[src/design/kfd_pkg.sv]
// ----------------------------------------------------------------------------
// KISS frame decoder package
// Byte codes, result kinds, sizes and the result record shared by the parser
// and the top level.
// ----------------------------------------------------------------------------
`timescale 1ns / 1ps
`default_nettype none

package kfd_pkg;

  localparam int unsigned MaxFrameBytes = 1024;
  localparam int unsigned CountW        = $clog2(MaxFrameBytes + 1);
  localparam int unsigned LenW          = 10;

  localparam logic [7:0] FendCode  = 8'hC0;
  localparam logic [7:0] FescCode  = 8'hDB;
  localparam logic [7:0] TfendCode = 8'hDC;
  localparam logic [7:0] TfescCode = 8'hDD;

  localparam logic [3:0] CmdData       = 4'h0;
  localparam logic [3:0] CmdTxDelay    = 4'h1;
  localparam logic [3:0] CmdTxTail     = 4'h4;
  localparam logic [3:0] CmdFullDuplex = 4'h5;

  localparam logic [1:0] SetTxDelay    = 2'd0;
  localparam logic [1:0] SetTxTail     = 2'd1;
  localparam logic [1:0] SetFullDuplex = 2'd2;

  typedef enum logic [1:0] {
    KindData    = 2'd0,
    KindEnd     = 2'd1,
    KindSetting = 2'd2
  } kind_e;

  typedef struct packed {
    logic            emit;
    kind_e           kind;
    logic [7:0]      byte_value;
    logic [1:0]      setting_id;
    logic [LenW-1:0] frame_length;
    logic            truncated;
  } kfd_result_t;

endpackage

`default_nettype wire

[src/design/kfd_parser.sv]
// ----------------------------------------------------------------------------
// KISS frame parser
// Frame state and unescaping; consumes one byte whenever step_i is high and
// reports the result that byte causes, if any.
// ----------------------------------------------------------------------------
`timescale 1ns / 1ps
`default_nettype none

module kfd_parser (
  input  wire logic                clk_i,
  input  wire logic                rst_ni,
  input  wire logic                step_i,
  input  wire logic [7:0]          byte_i,
  output kfd_pkg::kfd_result_t     result_o
);
  import kfd_pkg::*;

  logic [CountW-1:0] cnt_q, cnt_d;
  logic              esc_q, esc_d;
  logic [3:0]        cmd_q, cmd_d;
  logic [7:0]        first_q, first_d;
  logic              ovf_q, ovf_d;

  logic              keep;
  logic [7:0]        keep_val;
  logic [CountW-1:0] cnt_m1;
  kfd_result_t       res;

  assign cnt_m1 = cnt_q - CountW'(1);

  always_comb begin
    cnt_d    = cnt_q;
    esc_d    = esc_q;
    cmd_d    = cmd_q;
    first_d  = first_q;
    ovf_d    = ovf_q;
    keep     = 1'b0;
    keep_val = byte_i;
    res      = '0;

    if (esc_q) begin
      // A bad escape drops the byte; the escape lasts for one byte only.
      esc_d = 1'b0;
      if (byte_i == TfendCode) begin
        keep     = 1'b1;
        keep_val = FendCode;
      end else if (byte_i == TfescCode) begin
        keep     = 1'b1;
        keep_val = FescCode;
      end
    end else if (byte_i == FendCode) begin
      if (cnt_q != '0) begin
        if (cmd_q == CmdData) begin
          res.emit         = 1'b1;
          res.kind         = KindEnd;
          res.frame_length = LenW'(cnt_m1);
          res.truncated    = ovf_q;
        end else if (cnt_q >= CountW'(2)) begin
          res.kind       = KindSetting;
          res.byte_value = first_q;
          unique case (cmd_q)
            CmdTxDelay: begin
              res.emit       = 1'b1;
              res.setting_id = SetTxDelay;
            end
            CmdTxTail: begin
              res.emit       = 1'b1;
              res.setting_id = SetTxTail;
            end
            CmdFullDuplex: begin
              res.emit       = 1'b1;
              res.setting_id = SetFullDuplex;
            end
            default: res.emit = 1'b0;
          endcase
        end
      end
      cnt_d = '0;
      ovf_d = 1'b0;
    end else if (cnt_q == '0) begin
      // The command byte is never unescaped.
      cmd_d   = byte_i[3:0];
      first_d = '0;
      ovf_d   = 1'b0;
      cnt_d   = CountW'(1);
    end else if (byte_i == FescCode) begin
      esc_d = 1'b1;
    end else begin
      keep = 1'b1;
    end

    if (keep) begin
      if (cnt_q >= CountW'(MaxFrameBytes)) begin
        ovf_d = 1'b1;
      end else begin
        if (cnt_q == CountW'(1)) begin
          first_d = keep_val;
        end
        cnt_d = cnt_q + CountW'(1);
        if (cmd_q == CmdData) begin
          res.emit       = 1'b1;
          res.kind       = KindData;
          res.byte_value = keep_val;
        end
      end
    end
  end

  always_ff @(posedge clk_i or negedge rst_ni) begin
    if (!rst_ni) begin
      cnt_q   <= '0;
      esc_q   <= 1'b0;
      cmd_q   <= '0;
      first_q <= '0;
      ovf_q   <= 1'b0;
    end else if (step_i) begin
      cnt_q   <= cnt_d;
      esc_q   <= esc_d;
      cmd_q   <= cmd_d;
      first_q <= first_d;
      ovf_q   <= ovf_d;
    end
  end

  assign result_o = res;

endmodule

`default_nettype wire

[src/design/kiss_frame_decoder.sv]
// ----------------------------------------------------------------------------
// KISS frame decoder
// Receive deframer for a KISS byte stream: data bytes, frame end markers and
// TNC setting updates.
// ----------------------------------------------------------------------------
// Usage:
//   The input channel (in_valid_i / in_ready_o / rx_byte_i) takes one raw link
//   byte per transaction. The output channel (out_valid_o / out_ready_i and
//   the result fields) gives at most one result per input byte: an unescaped
//   data byte, an end-of-frame marker with length and truncation flag, or a
//   setting update (TX delay, TX tail, full duplex).
//   Each byte sits in an input register, is decoded combinationally, and its
//   result lands in the output register. One byte is taken every cycle while
//   the receiver keeps out_ready_i high.
//   If the receiver stalls, the output register holds its result; the input
//   register still fills, and only then does in_ready_o drop.
//   Reset clears both valid flags and the frame state: no frame is open and
//   the first byte after reset is taken as a command byte.
// ----------------------------------------------------------------------------
`timescale 1ns / 1ps
`default_nettype none

module kiss_frame_decoder (
  input  wire logic                     clk_i,
  input  wire logic                     rst_ni,
  input  wire logic                     in_valid_i,
  output logic                          in_ready_o,
  input  wire logic [7:0]               rx_byte_i,
  output logic                          out_valid_o,
  input  wire logic                     out_ready_i,
  output logic [1:0]                    kind_o,
  output logic [7:0]                    byte_value_o,
  output logic [1:0]                    setting_id_o,
  output logic [kfd_pkg::LenW-1:0]      frame_length_o,
  output logic                          truncated_o
);
  import kfd_pkg::*;

  logic        in_vld_q;
  logic [7:0]  in_byte_q;
  logic        out_vld_q;
  kfd_result_t out_q;
  kfd_result_t res;
  logic        out_free;
  logic        step;

  assign out_free   = !out_vld_q || out_ready_i;
  assign step       = in_vld_q && out_free;
  assign in_ready_o = !in_vld_q || step;

  kfd_parser u_parser (
    .clk_i    (clk_i),
    .rst_ni   (rst_ni),
    .step_i   (step),
    .byte_i   (in_byte_q),
    .result_o (res)
  );

  always_ff @(posedge clk_i or negedge rst_ni) begin
    if (!rst_ni) begin
      in_vld_q <= 1'b0;
    end else if (in_ready_o) begin
      in_vld_q <= in_valid_i;
    end
  end

  always_ff @(posedge clk_i) begin
    if (in_ready_o && in_valid_i) begin
      in_byte_q <= rx_byte_i;
    end
  end

  always_ff @(posedge clk_i or negedge rst_ni) begin
    if (!rst_ni) begin
      out_vld_q <= 1'b0;
    end else if (out_free) begin
      out_vld_q <= step && res.emit;
    end
  end

  always_ff @(posedge clk_i) begin
    if (step && res.emit && out_free) begin
      out_q <= res;
    end
  end

  assign out_valid_o    = out_vld_q;
  assign kind_o         = out_q.kind;
  assign byte_value_o   = out_q.byte_value;
  assign setting_id_o   = out_q.setting_id;
  assign frame_length_o = out_q.frame_length;
  assign truncated_o    = out_q.truncated;

endmodule

`default_nettype wire

[config.mk]
export PLATFORM = sky130hd
export DESIGN_NAME = kiss_frame_decoder
export DESIGN_NICKNAME = d
export VERILOG_FILES = /design/src/design/kfd_pkg.sv /design/src/design/kfd_parser.sv /design/src/design/kiss_frame_decoder.sv
export SDC_FILE = /design/constraint.sdc
export NUM_CORES = 1
export LEC_CHECK = 0
export BUFFER_PORTS_ARGS = -buffer_cell sky130_fd_sc_hd__buf_2
export CAP_MARGIN = 20
export CORE_MARGIN = 2
export CORE_UTILIZATION = 50
export DETAILED_ROUTE_END_ITERATION = 12
export PLACE_DENSITY = 0.73
export RECOVER_POWER = 25
export SYNTH_ARGS = -nofsm -noshare
export SYNTH_HDL_FRONTEND = slang
export SYNTH_SLANG_ARGS = --single-unit
[constraint.sdc]
create_clock -name clk_i -period 3.26 [get_ports clk_i]
set_input_delay 0.489 -clock clk_i [delete_from_list [all_inputs] [get_ports clk_i]]
set_output_delay 0.489 -clock clk_i [all_outputs]
set_load 0.02 [all_outputs]
* Word level (Yosys, flattened, before mapping)
Cells that the tools add are included.
** Storage, ports and cells
- Register bits :: 58
- Input bits :: 12
- Output and inout bits :: 25
- Logic and storage cells :: 86
** Cells by class
- Add/subtract/negate cells :: 2
- Order comparisons :: 2
- Equality and inequality tests :: 8
- Multiplexer cells :: 41
- Bitwise operators :: 5
- Reduce and logical (&&, ||, !) cells :: 15
** Operator list (count)
- $mux W11 :: 9
- $mux W24 :: 3
- $mux W8 :: 9
- $eq A8 B8 Y1 const B :: 4
- $mux W1 :: 16
- $mux W13 :: 1
- $add A11 B1 Y11 const B :: 1
- $eq A11 B1 Y1 const B :: 1
- $ge A11 B11 Y1 const B :: 1
- $ge A11 B2 Y1 const B :: 1
- $logic_not A11 Y1 :: 1
- $reduce_bool A11 Y1 :: 1
- $mux W10 :: 1
- $sub A10 B1 Y10 const B :: 1
- $eq A4 B3 Y1 const B :: 2
- $not A1 Y1 :: 5
- $reduce_or A5 Y1 :: 1
- $eq A4 B1 Y1 const B :: 1
- $logic_and A1 B1 Y1 :: 4
- $logic_not A4 Y1 :: 1
- $pmux W2 S2 :: 1
- $reduce_and A4 Y1 :: 1
- $reduce_or A4 Y1 :: 1
- $mux W3 :: 1
- 3 further kinds :: 5

* Depth between registers and ports, before layout
- Word-level depth :: 13
- Gate-level depth with buffers :: 9
- Gate-level depth less buffers :: 7

* By module
A second synthesis with hierarchy kept.
** Unflattened totals
- Cell total of the unflattened synthesis :: 246
- Area total of the unflattened synthesis :: 2874.0 µm²
** Modules (own cells, without submodules)
- kfd_parser :: times used 1, cells each 205, area an instance 1831.8 µm², sequential area each 625.6 µm²
- kiss_frame_decoder :: times used 1, cells each 41, area an instance 1042.2 µm², sequential area each 980.9 µm²

* Worst setup path after synthesis
OpenSTA, ideal clock, no wires.
- Kind :: register -> register
- Start point :: register u_parser.cnt_q[0]
- End point :: register out_q, in the netlist byte_value_o[0] (enable)
- Setup time :: 0.403 ns
- Data arrival time :: 2.644 ns
- Setup slack :: 0.213 ns
- Cell stages (with the launch flop) :: 8
- Buffers on the path :: 0
- Period minus slack after synthesis :: 3.047 ns
- Cells stage by stage :: dfrtp_1 inv_1 ha_1 nor4b_2 a31oi_1 a31o_2 a22oi_1 nor2_1
** Between the ends
- Cells in the longest elaborated chain, start to end :: 11
- Elaborated cells on any way between the ends :: 17
- Those cells by class :: order compare: 2; mux: 11; reduce/logical: 4
** Ends and longest elaborated chain
- start, declared :: line kfd_parser.sv:18 : logic [CountW-1:0] cnt_q, cnt_d;
- start signal, assigned :: line kfd_parser.sv:117 : cnt_q <= cnt_d;
- $ge A11 B2 Y1 :: line kfd_parser.sv:58 : end else if (cnt_q >= CountW'(2)) begin
- $mux W13 :: line kfd_parser.sv:58
- $mux W3 :: line kfd_parser.sv:53 : if (cmd_q == CmdData) begin
- $mux W24 :: line kfd_parser.sv:52 : if (cnt_q != '0) begin
- $mux W24 :: line kfd_parser.sv:51 : end else if (byte_i == FendCode) begin
- $mux W24 :: line kfd_parser.sv:41 : if (esc_q) begin
- $mux W11 :: line kfd_parser.sv:100 : if (cmd_q == CmdData) begin
- $mux W11 :: line kfd_parser.sv:93 : if (cnt_q >= CountW'(MaxFrameBytes)) begin
- $mux W11 * :: line kfd_parser.sv:92 : if (keep) begin
- $logic_and A1 B1 Y1 * (2 in a row) :: line kiss_frame_decoder.sv:82 : if (step && res.emit && out_free) begin
- end signal, assigned :: line kiss_frame_decoder.sv:83 : out_q <= res;
- end, declared :: line kiss_frame_decoder.sv:42 : kfd_result_t out_q;
Every way passes the cells marked *; elsewhere a longest branch is shown, timed or not.
A chain may end at the register's enable or synchronous reset.

* Worst setup path after layout
- Start point :: register u_parser.cnt_q[0]
- End point :: register out_q, in the netlist frame_length_o[9] (enable)
Same word-level chain as after synthesis.

==> results list <==
* Result of the run: complete, but fails checks
- Violations in the final reports: max-capacitance violations
* TritonCTS clock tree: done
- Clk Latency, worst-skew pair: between 300 and 400 ps
* Synth Net Count: 276
- In this run the power density over the cells is between 600 and 700 nW/um2.
- Along the worst hold path, the cell count comes to 1.
- Max-cap violations in this run came to 1.
- Final Cycle Share: 0.8137
- Summed area of non-filler cells in the final layout: about 3300 um2
* Total negative slack: 0 ps
- Synthesized instance count: between 200 and 300
- After the first detailed-routing iteration, the DRC count stood at around 190.
- Cell type with the highest aggregate area in the netlist: sky130_fd_sc_hd__edfxtp_1
* Reg-to-reg critical path endpoint: frame_length_o[9]
- For this run, the number of standard cells in the final layout without fillers is 375.
- After clock tree synthesis, the setup repair step added 0 buffers.
* Path depth of the worst reg2reg path: 8
* Vias after detailed routing: 2069
- In this run the most critical hold path is launched from rx_byte_i[0].
- Share of the synthesized area in the top cell type: 0.3232
* Maximum net fanout on the critical path: 23
- In this run the tightest slew margin relative to its limit is 0.008200.
- Hold violation total from the final report: 0
* Port Buf Inserts: 36
* Post-detailed-route count of antenna-violating nets: 0
- Top FF cell, synth: sky130_fd_sc_hd__edfxtp_1
- In this run the standard cell core region covers about 5500 um2.
- Post-detailed-route wirelength per cell: approximately 15 um
- In the global route stage, overall resource usage came out at 0.1939.
- Post-synthesis average cell area: around 11 um2
- For this design, the sink count on the clock tree is 58.
- Of the total power, the share spent switching nets is 0.2781.
- At the end of the flow, the number of nets in the layout was 315.
- RSZ-0062 raised after global routing: false
* Largest net degree at the start of global routing: 28
- Setup violations remaining at the end of the flow were counted as 0.
- Post-Synthesis Cell Area: roughly 2900 um2
- Number of antenna repair diodes: 0
- Hold Crit Class: input pin to flop
- Synthesis instantiated between 50 and 60 different standard cells from the library.
- Of the synthesized area, sequential elements account for 0.5578.
- Clock skew on the completed layout was measured at between 10 and 15 ps.
- First-pass iteration count of the detailed router: 4
- Clock buffer depth: 2
- In this run the static leakage power is ~1.4 nW.
- Yosys attributes the largest share of cell area to sky130_fd_sc_hd__edfxtp_1 32%, sky130_fd_sc_hd__dfrtp_1 23%, sky130_fd_sc_hd__mux2i_1 4.9%, sky130_fd_sc_hd__nand2_1 4.7%, sky130_fd_sc_hd__nor2_1 3.1%.
- Data on the critical path is required at its endpoint by about 3300 ps.
- Worst Tran Pin Value: 1488 ps
- Flop pwr share: 0.463
- The startpoint identified for the worst register-to-register timing path is u_parser.cnt_q[0].
- For this run, design rule violations remaining after detail routing come to 0.
* Number of register bits inferred by synthesis: slightly below 60
- Gp weighted congestion: about 0.87
* Depth of the CTS H-tree: 3
- The internal portion of the total power is 1.490 mW.
* Area added between synthesis and finish: 15.90%
* Post-CTS Hold Buffers: 0
- Most used cells in the layout excluding fill and tap cells: 36 x sky130_fd_sc_hd__nand2_1, 35 x sky130_fd_sc_hd__buf_2, 31 x sky130_fd_sc_hd__edfxtp_1, 27 x sky130_fd_sc_hd__dfrtp_1, 23 x sky130_fd_sc_hd__nor2_1
* Total CTS buffers: 9
- Layout cells sized above 1: 0.2211
* Data arrival at the endpoint of the critical path: 2670 ps
* # rows: 27
- Clock root buffer master: sky130_fd_sc_hd__clkbuf_8
* Number of filler cells placed in the layout: 482
* Number of global-route vias before repair: 1911
* Width of the die: around 80 um
* Total routed wirelength: 5465 um
- Worst setup path class: flop to flop
- Including well taps, the total number of placed cells is 359.
* Estimated wirelength of the detail-placed design: roughly 3700 um
- After synthesis, the share of flip-flops with an asynchronous set or reset is 0.4655.
* Die Outline Area: around 6400 um2
- The initial antenna violation count was 0.
* Slew Viols, Final: 0
- Number of primary I/O pins: 37
* Combinational share of power: 0.155
- Placed cell area: around 3100 um2
- Leaving out fill and tap cells, the most frequent cell in the layout is sky130_fd_sc_hd__nand2_1.
* Startpoint kind of the worst setup timing path: flop
* EDFF count, synth: 31
- Initial Utilization: 0.5199
- Maximum vdd drop: around 0.36 mV
- Register clock-pin slew on the reported worst setup and hold paths: roughly 60 ps
- The share of total power dissipated in the clock network is 0.382.
* Clock period minus final worst setup slack: about 2700 ps
- In this run the power spent charging and discharging nets is around 570 uW.
* Highest clock rate: about 380 MHz
- Gates resized during post-CTS repair numbered 0.
- Crit path capture type: flop
- End point of the critical path: frame_length_o[9]
* FF-to-FF setup slack: slightly above 600 ps
* Height of the die: approximately 80 um
* Grt total ovfl: 0
* Routed vias/inst: ~5.5
- The first global-routing pass estimated around 9300 um of wire.
- Yosys printed 0 warnings.
- Startpoint of the most critical setup path: u_parser.cnt_q[0]
-- power by group through the flow --
stage          clock network, mW  registers [mW]  logic [mW]
2_1_floorplan                  0           0.953       0.256
3_3_place_gp                   0           0.964       0.317
3_5_place_dp                   0           0.970       0.321
4_1_cts                    0.802           0.955       0.323
5_1_grt                    0.833           0.971       0.362
6_report                   0.788           0.955       0.321
-- metrics by stage --
stage          utilization  power [mW]  setup slack, ps  hold WS [ps]
6_report            0.6025       2.064            607.3         328.0
2_1_floorplan            -       1.209            213.1         193.4
3_3_place_gp        0.5605       1.280            770.6         474.8
3_5_place_dp        0.5605       1.290            630.0         483.3
5_1_grt             0.6025       2.166            401.8         317.9
4_1_cts             0.6028       2.080            608.7         188.2
-- worst min path at each step --
stage | slack (ps) | end
after floorplan | 190 | in_vld_q
after global placement | 470 | u_parser.ovf_q
after detailed placement | 480 | u_parser.ovf_q
after global routing | 320 | in_byte_q[0]
final | 330 | in_byte_q[0]
after CTS | 190 | u_parser.cnt_q[7]
-- critical path: stages (launching register included) --
cell and delay [ps]:
sky130_fd_sc_hd__dfrtp_1 510, sky130_fd_sc_hd__inv_1 170, sky130_fd_sc_hd__ha_1 240, sky130_fd_sc_hd__nor4b_2 180
sky130_fd_sc_hd__a31oi_1 400, sky130_fd_sc_hd__a31o_2 290, sky130_fd_sc_hd__a22oi_1 130, sky130_fd_sc_hd__nor2_2 110
sky130_fd_sc_hd__buf_4 280
-- logic make-up after synthesis --
logic type / share of synthesized area
AO/OA/AOI/OAI: 0.08601
XOR/XNOR: 0.02432
adder cells (fa/ha/maj): 0.02172
buffers and inverters: 0.03866
flip-flops: 0.5578
multiplexers: 0.06429
AND/OR/NAND/NOR: 0.2072
-- flip-flops by register name, indices dropped and copies added (netlist names) --
name and flops:
u_parser.first_q 8, in_vld_q 1, u_parser.esc_q 1, u_parser.cmd_q 4
out_valid_o 1, in_byte_q 8, frame_length_o 10, truncated_o 1
u_parser.ovf_q 1, setting_id_o 2, kind_o 2, u_parser.cnt_q 11
byte_value_o 8
-- final cells by class --
class	count	area, um2	area share
Inverter	11	41.29	0.01237
Clock inverter	5	102.6	0.03073
Timing Repair Buffer	39	201.4	0.06034
Tap cell	72	90.09	0.02699
Clock buffer	11	131.4	0.03936
Sequential cell	58	1607	0.4813
Multi-Input combinational cell	179	1165	0.3490
-- Yosys cell counts, types with 2 or more instances --
cell type and number:
sky130_fd_sc_hd__nor3_1 9, sky130_fd_sc_hd__mux2_4 3, sky130_fd_sc_hd__nand3_1 12, sky130_fd_sc_hd__mux2i_1 14, sky130_fd_sc_hd__and2_1 3, sky130_fd_sc_hd__o41ai_1 2, sky130_fd_sc_hd__a31oi_1 2, sky130_fd_sc_hd__dfrtp_1 27
sky130_fd_sc_hd__and4_1 2, sky130_fd_sc_hd__nor2_1 24, sky130_fd_sc_hd__clkbuf_1 5, sky130_fd_sc_hd__nor4_1 3, sky130_fd_sc_hd__ha_1 5, sky130_fd_sc_hd__buf_6 3, sky130_fd_sc_hd__o22ai_1 2, sky130_fd_sc_hd__nand4_1 4
sky130_fd_sc_hd__edfxtp_1 31, sky130_fd_sc_hd__o21ai_0 12, sky130_fd_sc_hd__xor2_1 4, sky130_fd_sc_hd__or3_1 2, sky130_fd_sc_hd__inv_1 11, sky130_fd_sc_hd__and3_1 2, sky130_fd_sc_hd__xnor2_1 4, sky130_fd_sc_hd__nand2b_1 3
sky130_fd_sc_hd__a22o_1 2, sky130_fd_sc_hd__o31ai_1 2, sky130_fd_sc_hd__nand2_1 36, sky130_fd_sc_hd__o211ai_1 2, sky130_fd_sc_hd__a31o_2 2
-- metal layers --
metal	global-route usage	vias up	wire (um)	part of all wire
met5	0	-	0	0
met4	0.1068	0	139	0.025
met3	0.03959	14	342	0.063
met2	0.2842	69	2451	0.45
met1	0.2690	971	2531	0.46
li1	-	1015	-	-
No activity file was read; power rests on OpenSTA's default activity.
